==> config.mk <==
export PLATFORM = sky130hd
export DESIGN_NAME = playfair_digraph_cipher
export DESIGN_NICKNAME = d
export VERILOG_FILES = /design/src/hw/rtl/pfc_pkg.sv /design/src/hw/rtl/playfair_digraph_cipher.sv /design/src/hw/rtl/pfc_out_fifo.sv
export SDC_FILE = /design/constraint.sdc
export NUM_CORES = 1
export LEC_CHECK = 0
export BUFFER_PORTS_ARGS = -buffer_cell sky130_fd_sc_hd__buf_4
export CAP_MARGIN = 20
export CORE_MARGIN = 3
export CORE_UTILIZATION = 60
export CTS_CLUSTER_SIZE = 14
export DETAILED_ROUTE_END_ITERATION = 7
export PLACE_DENSITY = 0.78
export SLEW_MARGIN = 0
export SYNTH_ARGS = -nofsm -noshare
export SYNTH_HDL_FRONTEND = slang
export SYNTH_HIERARCHICAL = 1
export SYNTH_SLANG_ARGS = --single-unit
==> constraint.sdc <==
create_clock -name clock -period 14.7 [get_ports clock]
set_clock_uncertainty 0.1 [all_clocks]
set_input_delay 2.205 -clock clock [delete_from_list [all_inputs] [get_ports clock]]
set_output_delay 2.205 -clock clock [all_outputs]
set_load 0.05 [all_outputs]
==> src/hw/rtl/pfc_pkg.sv <==
// Shared constants and helper functions for the Playfair digraph cipher.
package pfc_pkg;
   localparam logic [1:0] TYPE_KEY   = 2'd0;
   localparam logic [1:0] TYPE_START = 2'd1;
   localparam logic [1:0] TYPE_TEXT  = 2'd2;
   localparam logic [1:0] TYPE_END   = 2'd3;

   localparam logic [5:0] NO_LETTER    = 6'd63;
   localparam logic [5:0] HELD_NO_PRED = 6'd62;
   localparam logic [4:0] LETTER_I     = 5'd8;
   localparam logic [4:0] LETTER_J     = 5'd9;
   localparam logic [4:0] LETTER_X     = 5'd23;
   localparam logic [4:0] SQUARE_CELLS = 5'd25;
   localparam logic [4:0] LETTER_LAST  = 5'd25;
   localparam logic [6:0] ASCII_A      = 7'd65;

   // filtered letter (0..25) or NO_LETTER
   function automatic logic [5:0] to_letter(input logic [7:0] b);
      logic [7:0] v;
      v = 8'd0;
      if (b >= 8'd97 && b <= 8'd122) v = b - 8'd97;
      else if (b >= 8'd65 && b <= 8'd90) v = b - 8'd65;
      else return NO_LETTER;
      if (v[4:0] == LETTER_J) v = {3'd0, LETTER_I};
      return v[5:0];
   endfunction

   // cell index -> row and column
   function automatic logic [2:0] cell_row(input logic [4:0] p);
      return (p >= 5'd20) ? 3'd4 : (p >= 5'd15) ? 3'd3 : (p >= 5'd10) ? 3'd2 :
             (p >= 5'd5) ? 3'd1 : 3'd0;
   endfunction

   function automatic logic [2:0] cell_col(input logic [4:0] p);
      logic [4:0] r5;
      r5 = 5'(cell_row(p)) * 5'd5;
      return 3'(p - r5);
   endfunction

   function automatic logic [2:0] add_mod5(input logic [2:0] a, input logic [2:0] s);
      logic [3:0] t;
      t = 4'(a) + 4'(s);
      return (t >= 4'd5) ? 3'(t - 4'd5) : t[2:0];
   endfunction

   function automatic logic [4:0] cell_of(input logic [2:0] r, input logic [2:0] c);
      return 5'(5'(r) * 5'd5 + 5'(c));
   endfunction
endpackage

==> src/hw/rtl/playfair_digraph_cipher.sv <==
// Top level of the streaming Playfair digraph cipher.
//
//  channel | dir | payload
//  req_    | in  | tdata[7:0] data_byte, tuser[1:0] req_type
//  rsp_    | out | tdata[6:0] out_char, tlast last
//  csr_    | cfg | addr 0: encrypt_mode (bit 0, reset 1)
//
// Keyword byte: ST_KEY checks the used flag and writes together. Start item: a walk over
// the 26 letters filling the unused cells. Non-letter text or an end with nothing pending
// leaves the engine idle; text that only opens a pair passes ST_FEED. A completed pair
// runs ST_FEED, ST_P1, ST_P2, ST_S1, ST_S2 and ST_EMIT; a doubled letter feeds an X first.
// Reset is synchronous; items are taken only while the result queue is empty.
module playfair_digraph_cipher import pfc_pkg::*; (
   input  logic        clock,
   input  logic        reset,
   input  logic        req_tvalid,
   output logic        req_tready,
   input  logic [7:0]  req_tdata,   // [7:0] data_byte
   input  logic [1:0]  req_tuser,   // [1:0] req_type
   output logic        rsp_tvalid,
   input  logic        rsp_tready,
   output logic [6:0]  rsp_tdata,   // [6:0] out_char
   output logic        rsp_tlast,
   input  logic        csr_psel,
   input  logic        csr_penable,
   input  logic        csr_pwrite,
   input  logic [0:0]  csr_paddr,
   input  logic [31:0] csr_pwdata,
   output logic [31:0] csr_prdata,
   output logic        csr_pready
);
   localparam logic [3:0] ST_IDLE  = 4'd0;
   localparam logic [3:0] ST_KEY   = 4'd1;
   localparam logic [3:0] ST_FILL  = 4'd2;
   localparam logic [3:0] ST_FEED  = 4'd3;
   localparam logic [3:0] ST_P1    = 4'd4;
   localparam logic [3:0] ST_P2    = 4'd5;
   localparam logic [3:0] ST_S1    = 4'd6;
   localparam logic [3:0] ST_S2    = 4'd7;
   localparam logic [3:0] ST_EMIT  = 4'd8;

   // memories: square cell -> letter, letter -> cell
   logic [4:0] square_mem [25];
   logic [4:0] place_mem  [26];
   logic [4:0] square_rd_ff, place_rd_ff;
   logic [4:0] sq_raddr, pl_raddr;
   logic       sq_we, pl_we;

   logic [25:0] used_ff;
   logic [4:0]  fill_ff;
   logic [5:0]  prev_ff, pair_ff, held_ff, hprev_ff;
   logic        enc_ff;
   logic [3:0]  state_ff, state_in;
   logic [5:0]  letter_ff;    // letter being fed
   logic        xfirst_ff;    // an X is fed before letter_ff
   logic        end_ff;
   logic [4:0]  walk_ff, p1_ff, p2_ff, o1_ff;
   logic [4:0]  feed_b;
   logic [4:0]  p2_cur;

   logic        fifo_push;
   logic [7:0]  fifo_data;
   logic [2:0]  free_count;
   logic [7:0]  rsp_word;

   assign csr_pready = 1'b1;
   assign csr_prdata = {31'd0, enc_ff};
   assign req_tready = (state_ff == ST_IDLE) && (free_count == 3'd4);

   pfc_out_fifo u_fifo (
      .clock(clock), .reset(reset), .push(fifo_push), .push_data(fifo_data),
      .free_count(free_count), .rsp_tvalid(rsp_tvalid), .rsp_tready(rsp_tready),
      .rsp_tdata(rsp_word)
   );
   assign rsp_tdata = rsp_word[6:0];
   assign rsp_tlast = rsp_word[7];

   // in ST_P2 the second place is still on the read port
   assign p2_cur = (state_ff == ST_P2) ? place_rd_ff : p2_ff;

   // pair geometry
   logic [2:0] r1, c1, r2, c2, sh;
   logic [4:0] q1, q2;
   always_comb begin
      r1 = cell_row(p1_ff); c1 = cell_col(p1_ff);
      r2 = cell_row(p2_cur); c2 = cell_col(p2_cur);
      sh = enc_ff ? 3'd1 : 3'd4;
      if (r1 == r2) begin
         q1 = cell_of(r1, add_mod5(c1, sh));
         q2 = cell_of(r2, add_mod5(c2, sh));
      end else if (c1 == c2) begin
         q1 = cell_of(add_mod5(r1, sh), c1);
         q2 = cell_of(add_mod5(r2, sh), c2);
      end else begin
         q1 = cell_of(r1, c2);
         q2 = cell_of(r2, c1);
      end
   end

   // decrypt X removal on the two deciphered letters; pushes up to 4 letters
   logic [4:0] dec_out [4];
   logic [2:0] dec_n;
   logic [5:0] held_a, hprev_a;
   always_comb begin
      logic [4:0] d;
      dec_n = 3'd0;
      held_a = held_ff;
      hprev_a = hprev_ff;
      for (int k = 0; k < 4; k++) dec_out[k] = LETTER_X;
      for (int j = 0; j < 2; j++) begin
         d = (j == 0) ? o1_ff : square_rd_ff;
         if (held_a != NO_LETTER) begin
            if (!(held_a < 6'd26 && held_a[4:0] == d)) begin
               dec_out[dec_n[1:0]] = LETTER_X;
               dec_n = dec_n + 3'd1;
            end
            held_a = NO_LETTER;
         end
         if (d == LETTER_X) held_a = (hprev_a < 6'd26) ? hprev_a : HELD_NO_PRED;
         else begin
            dec_out[dec_n[1:0]] = d;
            dec_n = dec_n + 3'd1;
         end
         hprev_a = {1'b0, d};
      end
   end

   // emit sequencing: ST_EMIT pushes one letter per cycle
   logic [2:0] emit_idx_ff, emit_cnt_ff;
   logic [4:0] emit_buf_ff [4];

   assign feed_b = xfirst_ff ? LETTER_X : letter_ff[4:0];

   always_comb begin
      state_in = state_ff;
      sq_raddr = '0;
      pl_raddr = '0;
      sq_we = 1'b0;
      pl_we = 1'b0;
      fifo_push = 1'b0;
      fifo_data = {1'b0, ASCII_A + 7'(emit_buf_ff[emit_idx_ff[1:0]])};
      unique case (state_ff)
         ST_IDLE: ;
         ST_KEY: if (letter_ff != NO_LETTER && !used_ff[letter_ff[4:0]] &&
                     fill_ff < SQUARE_CELLS) begin
            sq_we = 1'b1; pl_we = 1'b1;
         end
         ST_FILL: if (walk_ff != LETTER_J && !used_ff[walk_ff] && fill_ff < SQUARE_CELLS) begin
            sq_we = 1'b1; pl_we = 1'b1;
         end
         ST_FEED: pl_raddr = pair_ff[4:0];
         ST_P1: pl_raddr = feed_b;
         ST_P2: sq_raddr = q1;
         ST_S1: sq_raddr = q2;
         ST_S2: ;
         ST_EMIT: fifo_push = emit_idx_ff < emit_cnt_ff;
         default: ;
      endcase
      if (fifo_push && end_ff && emit_idx_ff + 3'd1 == emit_cnt_ff && !xfirst_ff)
         fifo_data[7] = 1'b1;
   end

   logic [4:0] wr_letter;
   assign wr_letter = (state_ff == ST_KEY) ? letter_ff[4:0] : walk_ff;

   always_ff @(posedge clock) begin
      if (sq_we) square_mem[fill_ff] <= wr_letter;
      if (pl_we) place_mem[wr_letter] <= fill_ff;
      square_rd_ff <= square_mem[sq_raddr];
      place_rd_ff  <= place_mem[pl_raddr];
   end

   always_ff @(posedge clock) begin
      if (reset) begin
         state_ff <= ST_IDLE;
         used_ff <= '0;
         fill_ff <= '0;
         prev_ff <= NO_LETTER;
         pair_ff <= NO_LETTER;
         held_ff <= NO_LETTER;
         hprev_ff <= NO_LETTER;
         enc_ff <= 1'b1;
         emit_idx_ff <= '0;
         emit_cnt_ff <= '0;
         end_ff <= 1'b0;
         xfirst_ff <= 1'b0;
      end else begin
         if (csr_psel && csr_penable && csr_pwrite && csr_pready && csr_paddr == 1'b0)
            enc_ff <= csr_pwdata[0];
         unique case (state_ff)
            ST_IDLE: if (req_tvalid && req_tready) begin
               letter_ff <= (req_tuser == TYPE_END) ? {1'b0, LETTER_X} : to_letter(req_tdata);
               end_ff <= req_tuser == TYPE_END;
               xfirst_ff <= req_tuser == TYPE_TEXT && to_letter(req_tdata) != NO_LETTER &&
                            prev_ff == to_letter(req_tdata);
               walk_ff <= '0;
               unique case (req_tuser)
                  TYPE_KEY: state_ff <= ST_KEY;
                  TYPE_START: state_ff <= ST_FILL;
                  TYPE_TEXT: begin
                     if (to_letter(req_tdata) != NO_LETTER) begin
                        prev_ff <= to_letter(req_tdata);
                        state_ff <= ST_FEED;
                     end
                  end
                  TYPE_END: begin
                     if (pair_ff != NO_LETTER) state_ff <= ST_FEED;
                     else begin
                        prev_ff <= NO_LETTER;
                        held_ff <= NO_LETTER;
                        hprev_ff <= NO_LETTER;
                     end
                  end
                  default: ;
               endcase
            end
            ST_KEY: begin
               if (sq_we) begin
                  used_ff[letter_ff[4:0]] <= 1'b1;
                  fill_ff <= fill_ff + 5'd1;
               end
               state_ff <= ST_IDLE;
            end
            ST_FILL: begin
               if (sq_we) begin
                  used_ff[walk_ff] <= 1'b1;
                  fill_ff <= fill_ff + 5'd1;
               end
               if (walk_ff == LETTER_LAST) begin
                  prev_ff <= NO_LETTER;
                  pair_ff <= NO_LETTER;
                  held_ff <= NO_LETTER;
                  hprev_ff <= NO_LETTER;
                  state_ff <= ST_IDLE;
               end else walk_ff <= walk_ff + 5'd1;
            end
            ST_FEED: begin
               if (pair_ff == NO_LETTER) begin
                  // store first of pair
                  pair_ff <= {1'b0, feed_b};
                  if (xfirst_ff) begin
                     xfirst_ff <= 1'b0;
                     state_ff <= ST_FEED;
                  end else state_ff <= ST_IDLE;
               end else state_ff <= ST_P1;
            end
            ST_P1: begin
               p1_ff <= 5'(place_rd_ff);
               state_ff <= ST_P2;
            end
            ST_P2: begin
               p2_ff <= place_rd_ff;
               state_ff <= ST_S1;
            end
            ST_S1: begin
               o1_ff <= square_rd_ff;
               state_ff <= ST_S2;
            end
            ST_S2: begin
               pair_ff <= NO_LETTER;
               emit_idx_ff <= '0;
               if (enc_ff) begin
                  emit_buf_ff[0] <= o1_ff;
                  emit_buf_ff[1] <= square_rd_ff;
                  emit_cnt_ff <= 3'd2;
               end else begin
                  for (int k = 0; k < 4; k++) emit_buf_ff[k] <= dec_out[k];
                  emit_cnt_ff <= dec_n;
                  held_ff <= held_a;
                  hprev_ff <= hprev_a;
               end
               state_ff <= ST_EMIT;
            end
            ST_EMIT: begin
               if (emit_idx_ff < emit_cnt_ff) emit_idx_ff <= emit_idx_ff + 3'd1;
               else if (xfirst_ff) begin
                  xfirst_ff <= 1'b0;
                  state_ff <= ST_FEED;
               end else begin
                  if (end_ff) begin
                     prev_ff <= NO_LETTER;
                     held_ff <= NO_LETTER;
                     hprev_ff <= NO_LETTER;
                  end
                  state_ff <= ST_IDLE;
               end
            end
            default: state_ff <= ST_IDLE;
         endcase
      end
   end
endmodule

==> src/hw/rtl/pfc_out_fifo.sv <==
// Small result queue parting the engine from the result channel.
module pfc_out_fifo import pfc_pkg::*; (
   input  logic       clock,
   input  logic       reset,
   input  logic       push,
   input  logic [7:0] push_data,
   output logic [2:0] free_count,
   output logic       rsp_tvalid,
   input  logic       rsp_tready,
   output logic [7:0] rsp_tdata
);
   logic [7:0] entry_ff [4];
   logic [1:0] wr_ptr_ff, rd_ptr_ff;
   logic [2:0] count_ff;
   logic       pop;

   assign pop        = rsp_tvalid && rsp_tready;
   assign rsp_tvalid = count_ff != 3'd0;
   assign rsp_tdata  = entry_ff[rd_ptr_ff];
   assign free_count = 3'd4 - count_ff;

   always_ff @(posedge clock) begin
      if (push) entry_ff[wr_ptr_ff] <= push_data;
      if (reset) begin
         wr_ptr_ff <= '0;
         rd_ptr_ff <= '0;
         count_ff  <= '0;
      end else begin
         if (push) wr_ptr_ff <= wr_ptr_ff + 2'd1;
         if (pop) rd_ptr_ff <= rd_ptr_ff + 2'd1;
         count_ff <= count_ff + 3'(push) - 3'(pop);
      end
   end
endmodule

; Word-level counts from Yosys, hierarchy flattened
; Memories as Yosys holds them, arrays and structs flattened. A register that Yosys moved wholly into a read port is not among the register bits.
; Cells that the tools add are included.
; Widths: inputs -> output; s select.
[word_totals]
ff_bits = 101
mem_bits_rw = 307
in_bits = 50
out_inout_bits = 43
elab_cells = 363
n_memories = 4
[memory_table]
columns = name, depth, width, read_ports, rd_clocked_by_memory_dff, wr, line_no
row1 = place_mem, 26, 5, 1, 1, 1, playfair_digraph_cipher.sv:44  ; logic [4:0] place_mem [26];
row2 = square_mem, 25, 5, 1, 1, 1, playfair_digraph_cipher.sv:43  ; logic [4:0] square_mem [25];
row3 = u_fifo.entry_ff, 4, 8, 1, 1, 1, pfc_out_fifo.sv:12  ; logic [7:0] entry_ff [4];
row4 = emit_buf_ff, 4, 5, 1, 1, 4, playfair_digraph_cipher.sv:130  ; logic [4:0] emit_buf_ff [4];
[classes]
addsub = 30
mul = 4
order_cmp = 32
n_eq_ne = 49
mux = 158
bitwise_logic = 15
n_reduce_logical = 51
[ops]
columns = cell, n
row1 = $mux 6, 47
row2 = $mux 20, 4
row3 = $mux 5, 14
row4 = $mux 26, 2
row5 = $or 26x26->26, 2
row6 = $pmux 26 s2, 1
row7 = $pmux 6 s4, 2
row8 = $mux 1, 41
row9 = $mux 3, 13
row10 = $ne 6x6->1 const B, 6
row11 = $pmux 6 s3, 2
row12 = $or 16x16->16, 2
row13 = $pmux 4 s8, 1
row14 = $add 5x3->5, 6
row15 = $demux 5 s2, 3
row16 = $pmux 5 s2, 3
row17 = $logic_and 1x1->1, 24
row18 = $mux 4, 6
row19 = $ne 2x2->1 const B, 11
row20 = $bwmux 20, 1
row21 = $ge 5x4->1 const B, 4
row22 = $mul 3x3->5 const B, 4
row23 = $lt 6x5->1 const B, 3
row24 = $mux 2, 9
row25 = other kinds (66), 128

; Logic depth before layout (Yosys ltp)
[depth]
ltp_word = 28
mapped_depth = 30

; By module
; The synthesis kept the hierarchy.
[by_module_without_submodules]
columns = module, instances, cells_each, area_per_inst_um2, seq_area_each_um2
row1 = playfair_digraph_cipher, 1, 1764, 19583.8, 10640.2
row2 = pfc_out_fifo, 1, 90, 1626.6, 1141.1

; Least setup slack after synthesis
; Ideal clock, no wire load.
[synth_timing]
path_type = register to register
start = reg state_ff[2]
end = reg square_rd_ff[0], read port of square_mem
setup_ns = 0.086
t_arrival_ns = 5.911
path_slack_ns = 8.604
path_stages_with_launch = 25
path_buffers = 2
synth_period_minus_slack_ns = 6.096
cell_sequence = dfxtp_1 -> buf_2 -> and4bb_1 -> buf_4 -> mux2i_4 -> mux2i_1 -> mux2i_1 -> fa_1 -> inv_1 -> ha_1 -> inv_1 -> ha_1 -> nor2b_1 -> o2bb2ai_1 -> a211oi_1 -> mux2_2 -> ha_1 -> a21o_1 -> a21oi_1 -> xor2_1 -> o221a_2 -> a31oi_2 -> nand2b_1 -> o221a_1 -> a211oi_1
[synth_via]
elab_chain_cells = 15
word_cells_on_any_way = 33
classes_between = 9 x add/sub / 2 x mul / 6 x order compare / 4 x eq/ne / 12 x mux
[synth_rtl]
columns = item, line_no
row1 = start: declaration, playfair_digraph_cipher.sv:53  ; logic [3:0] state_ff, state_in;
row2 = start signal: assignment, playfair_digraph_cipher.sv:175  ; state_ff <= ST_IDLE;
row3 = start signal: assignment, playfair_digraph_cipher.sv:198  ; TYPE_KEY: state_ff <= ST_KEY;
row4 = start signal: assignment, playfair_digraph_cipher.sv:199  ; TYPE_START: state_ff <= ST_FILL;
row5 = $eq 4x3->1, "playfair_digraph_cipher.sv:79, playfair_digraph_cipher.sv:142"
row6 = $mux 5, n/a
row7 = $ge 5x3->1, pfc_pkg.sv:31  ; (p >= 5'd5) ? 3'd1 : 3'd0;
row8 = $mux 1, pfc_pkg.sv:31
row9 = $mux 2 (2 in series), pfc_pkg.sv:30  ; return (p >= 5'd20) ? 3'd4 : (p >= 5'd15) ? 3'd3 : (p >= 5'd10) ? 3'd2 :
row10 = $mux 3, pfc_pkg.sv:30
row11 = $mul 3x3->5 or $add 3x3->4 (tied branches), "pfc_pkg.sv:47, pfc_pkg.sv:42"
row12 = "$sub 3x3->3, or another cell as far along", pfc_pkg.sv:37  ; return 3'(p - r5);
row13 = $add 3x3->4 or $mux 3 (tied branches), "pfc_pkg.sv:42, pfc_pkg.sv:43"
row14 = "$ge 4x3->1, or another cell as far along", pfc_pkg.sv:43  ; return (t >= 4'd5) ? 3'(t - 4'd5) : t[2:0];
row15 = $mux 3 or $add 5x3->5 (tied branches), "pfc_pkg.sv:43, pfc_pkg.sv:47"
row16 = $add 5x3->5 or $mux 5 (tied branches), "pfc_pkg.sv:47, playfair_digraph_cipher.sv:91"
row17 = $mux 5, playfair_digraph_cipher.sv:88  ; if (r1 == r2) begin
row18 = $pmux 5 s2 (*), playfair_digraph_cipher.sv:142  ; unique case (state_ff)
row19 = end: declaration, playfair_digraph_cipher.sv:45  ; logic [4:0] square_rd_ff, place_rd_ff;
; Mark *: on every way between the ends. The rest lies on a longest branch, timed or not.
; A chain may end at the register's enable or synchronous reset.

; Worst setup path after layout
[layout_timing]
start = reg state_ff[2]
end = reg square_rd_ff[4], read port of square_mem
; The elaborated chain is that of the path after synthesis.

==> flow_summary.ini <==
[status]
outcome = finished clean

[die]
dieArea_um2 = 37600
initial_core_util_pct = 61.1
fp.dieW_um = 194
die-height_um = 194
io_pins = 93
core-area_um2 = 34700
rows = 68

[logic_synthesis]
synth_simple_gate_area_share_pct = 13.5
synth_area_leaders = edfxtp_1 47%, dfxtp_1 8.4%, ha_1 4.7%
syn_area_um2 = 21200
synth_top_family_by_area = simple AND/OR/NAND/NOR gates
synth_compound_area_share_pct = 12.0
synthFlopType = edfxtp_1
ys_async_sr_fraction_pct = 0
synth_seq_area_share_pct = 55.5
ys_warn_count = 6
synthXorXnorAreaFrac_pct = 3.09
ys_ff_latch = 422
syn_inst = 1854
synthMuxAreaShare_pct = 5.86
synth_top_area_cell = edfxtp_1
synth_area_per_cell_um2 = 11.4
synth_fa_ha_area_share_pct = 5.57
yosys.area.top_type_share_pct = 47.1
synth.distinct_cells = 85
synth-edff-count = 333

[placed_design]
placedCellCount = 2262
place.gp.congestion = 0.886
hpwlAfterDp_mm = 30.2
port_buffers = 29

[critical_path]
critPathRequiredTime_ns = 15.03
cp-startpoint = state_ff[2]$_SDFFE_PP0P_
cp_max_fo = 26
endpoint = square_rd_ff[4]$_DFF_P_
start_kind = flip-flop
rrSetupSlack_ns = 7.13
crit_path_end_kind = flip-flop
r2r_end = square_rd_ff[4]$_DFF_P_
reg2reg_depth = 24
r2r-start = state_ff[2]$_SDFFE_PP0P_
path_class = flip-flop to flip-flop
worst_ep_arrival_time_ns = 7.91

[cells_and_area]
seqCellArea_um2 = 11800
multi_input_area_um2 = 8680
drive_above_1_share_pct = 9.64
final_common_cell = edfxtp_1
fillers = 2497
diodes = 0
syn2layout_area_growth_pct = 8.87
final_cells = 2342
post-route-util_pct = 66.5
final_cell_mix = 333 x edfxtp_1, 218 x nand2_1, 170 x nor2_1
final_nets = 1992

[drt]
routedWlPerCell_um = 19.7
via_per_inst = 6.14
ant_nets = 0
drc = 0
vias = 14371
drt_wl_total_mm = 46.1
drtIter0Drc = 1169
dr.pass1.iters = 6

[timing]
period_needed_ns = 7.57
rsz0062_at_grt = no
fmax_mhz = 132
setup_viol = 0
worst_hold_slack_ns = 0.391
period_share_pct = 51.5
drv_slew = 0
hold_viol_final = 0
setup-tns-final_ns = 0
worstMarginPinSlew_ns = 1.04
slew-limit-headroom_pct = 30.6

[run]
cap_violations = 0

[grt]
antenna_found_initial = 0
grt_max_degree = 66
grt_overflow = 0
grt_usage_pct = 24.1
grt_pass1_vias = 14188
grt_pass1_wl_mm = 73.4

[clocking]
cts.path.max_buffers = 3
cts.sinks = 422
cts_tree = yes
path_clk_slew_ns = 0.06
clockRootBuffer = clkbuf_16
cts_buffers = 43
cts_setup_buffers = 0
h-tree-depth = 2
hold_buffers = 0
cts_resized = 0
clk_latency_ns = 0.58

[power]
power.density_nw_per_um2 = 143
finalPower_mw = 3.31
p_leak_nw = 8.31
ir_worst_vdd_v = 0.000183

[worst_hold_path]
min_from = used_ff[2]$_SDFFE_PP0P_
hold_class = flip-flop to flip-flop
## layout make-up
type / instances / share of cell area, %
clock inverter: 17 / 0.862
timing repair buffer: 47 / 1.55
multi-input combinational: 1270 / 37.6
clock buffer: 62 / 5.41
inverter: 69 / 1.12
tap: 455 / 2.47
sequential: 422 / 51.0
## through the flow
step	setup slack (ns)	cell area, um2
2_1_floorplan	8.60	21300
3_3_place_gp	7.48	21600
3_5_place_dp	7.27	21600
4_1_cts	7.22	23100
5_1_grt	6.66	23100
6_report	7.13	23100
## power breakdown
group	internal [mW]	switching (mW)
combinational	0.247	0.484
sequential	1.39	0.0783
clock	0.647	0.458
total	2.29	1.02
## cells in the mapped netlist, drive strengths merged, types with 5 or more instances
| library cell | number |
|---|---|
| a21oi | 92 |
| mux4 | 25 |
| xnor2 | 42 |
| o22ai | 11 |
| a211oi | 56 |
| nand3 | 41 |
| mux2i | 51 |
| nor2 | 170 |
| and2 | 57 |
| a31oi | 28 |
| edfxtp | 333 |
| nor3b | 6 |
| nor3 | 27 |
| clkbuf | 69 |
| nand2 | 218 |
| ha | 80 |
| xor2 | 27 |
| a311oi | 17 |
| or3 | 5 |
| a22oi | 7 |
| buf | 58 |
| and3 | 10 |
| o31ai | 6 |
| mux2 | 14 |
| a22o | 16 |
| nor2b | 28 |
| a32oi | 15 |
| o21ai | 48 |
| dfxtp | 89 |
| o221a | 6 |
| inv | 69 |
| fa | 9 |
| o211ai | 8 |
| nand2b | 21 |
| a21o | 15 |
| nand4 | 6 |
| o22a | 6 |
| nand3b | 6 |
| o21a | 9 |
| nor4 | 9 |
## kinds of logic after synthesis
kind of cell / Yosys count
muxes: 90
AOI/OAI and AO/OA: 367
xor gates and xnor gates: 70
buffers and inverters: 196
other: 2
DFF: 422
and+or+nand+nor: 618
adders and majority gates: 89
## metal layers
layer	vias up	GRT usage [%]	part of all wire [%]
met2	555	40.8	49
li1	6710	-	-
met3	108	3.53	6.5
met1	6998	32.0	41
met5	-	0	0
met4	0	8.40	3.0
## worst min-delay path by stage
stage | end | slack [ns] | cells after the start
3_5_place_dp | used_ff[2]$_SDFFE_PP0P_ | 0.38 | 2
4_1_cts | used_ff[11]$_SDFFE_PP0P_ | 0.39 | 2
6_report | used_ff[2]$_SDFFE_PP0P_ | 0.39 | 2
2_1_floorplan | o1_ff[1]$_DFFE_PP_ | 0.31 | 0
3_3_place_gp | used_ff[14]$_SDFFE_PP0P_ | 0.36 | 2
5_1_grt | held_ff[5]$_SDFFE_PP1P_ | 0.42 | 2
## worst max-delay path, cell delays in order (launching register included)
cell and delay, ns:
dfxtp_1 0.64, and4bb_1 0.27, buf_4 0.32, mux2i_4 0.44, a211oi_2 0.15, a21oi_2 0.33
ha_1 0.23, fa_1 0.48, inv_1 0.20, ha_1 0.27, inv_1 0.09, ha_1 0.18
nor2b_1 0.19, o2bb2ai_1 0.09, a211oi_1 0.47, mux2_2 0.42, fa_1 0.46, xnor2_1 0.20
o22ai_1 0.12, nand3_1 0.11, o31a_1 0.43, nor2b_1 0.65, a32oi_1 0.22, a21oi_1 0.27
a211oi_2 0.08
## flip-flops by register name, summed over array words and instances (netlist names), 2 cells and up, named ones only
name / count
o1_ff: 5
emit_buf_ff: 20
u_fifo/count_ff: 3
walk_ff: 5
square_mem: 125
held_ff: 6
u_fifo/rd_ptr_ff: 2
emit_idx_ff: 3
pair_ff: 6
hprev_ff: 6
emit_cnt_ff: 3
fill_ff: 5
p1_ff: 5
u_fifo/entry_ff: 32
square_rd_ff: 5
u_fifo/wr_ptr_ff: 2
state_ff: 4
letter_ff: 6
prev_ff: 6
place_rd_ff: 5
place_mem: 130
p2_ff: 5
used_ff: 26
No activity file was read; power rests on OpenSTA's default activity.
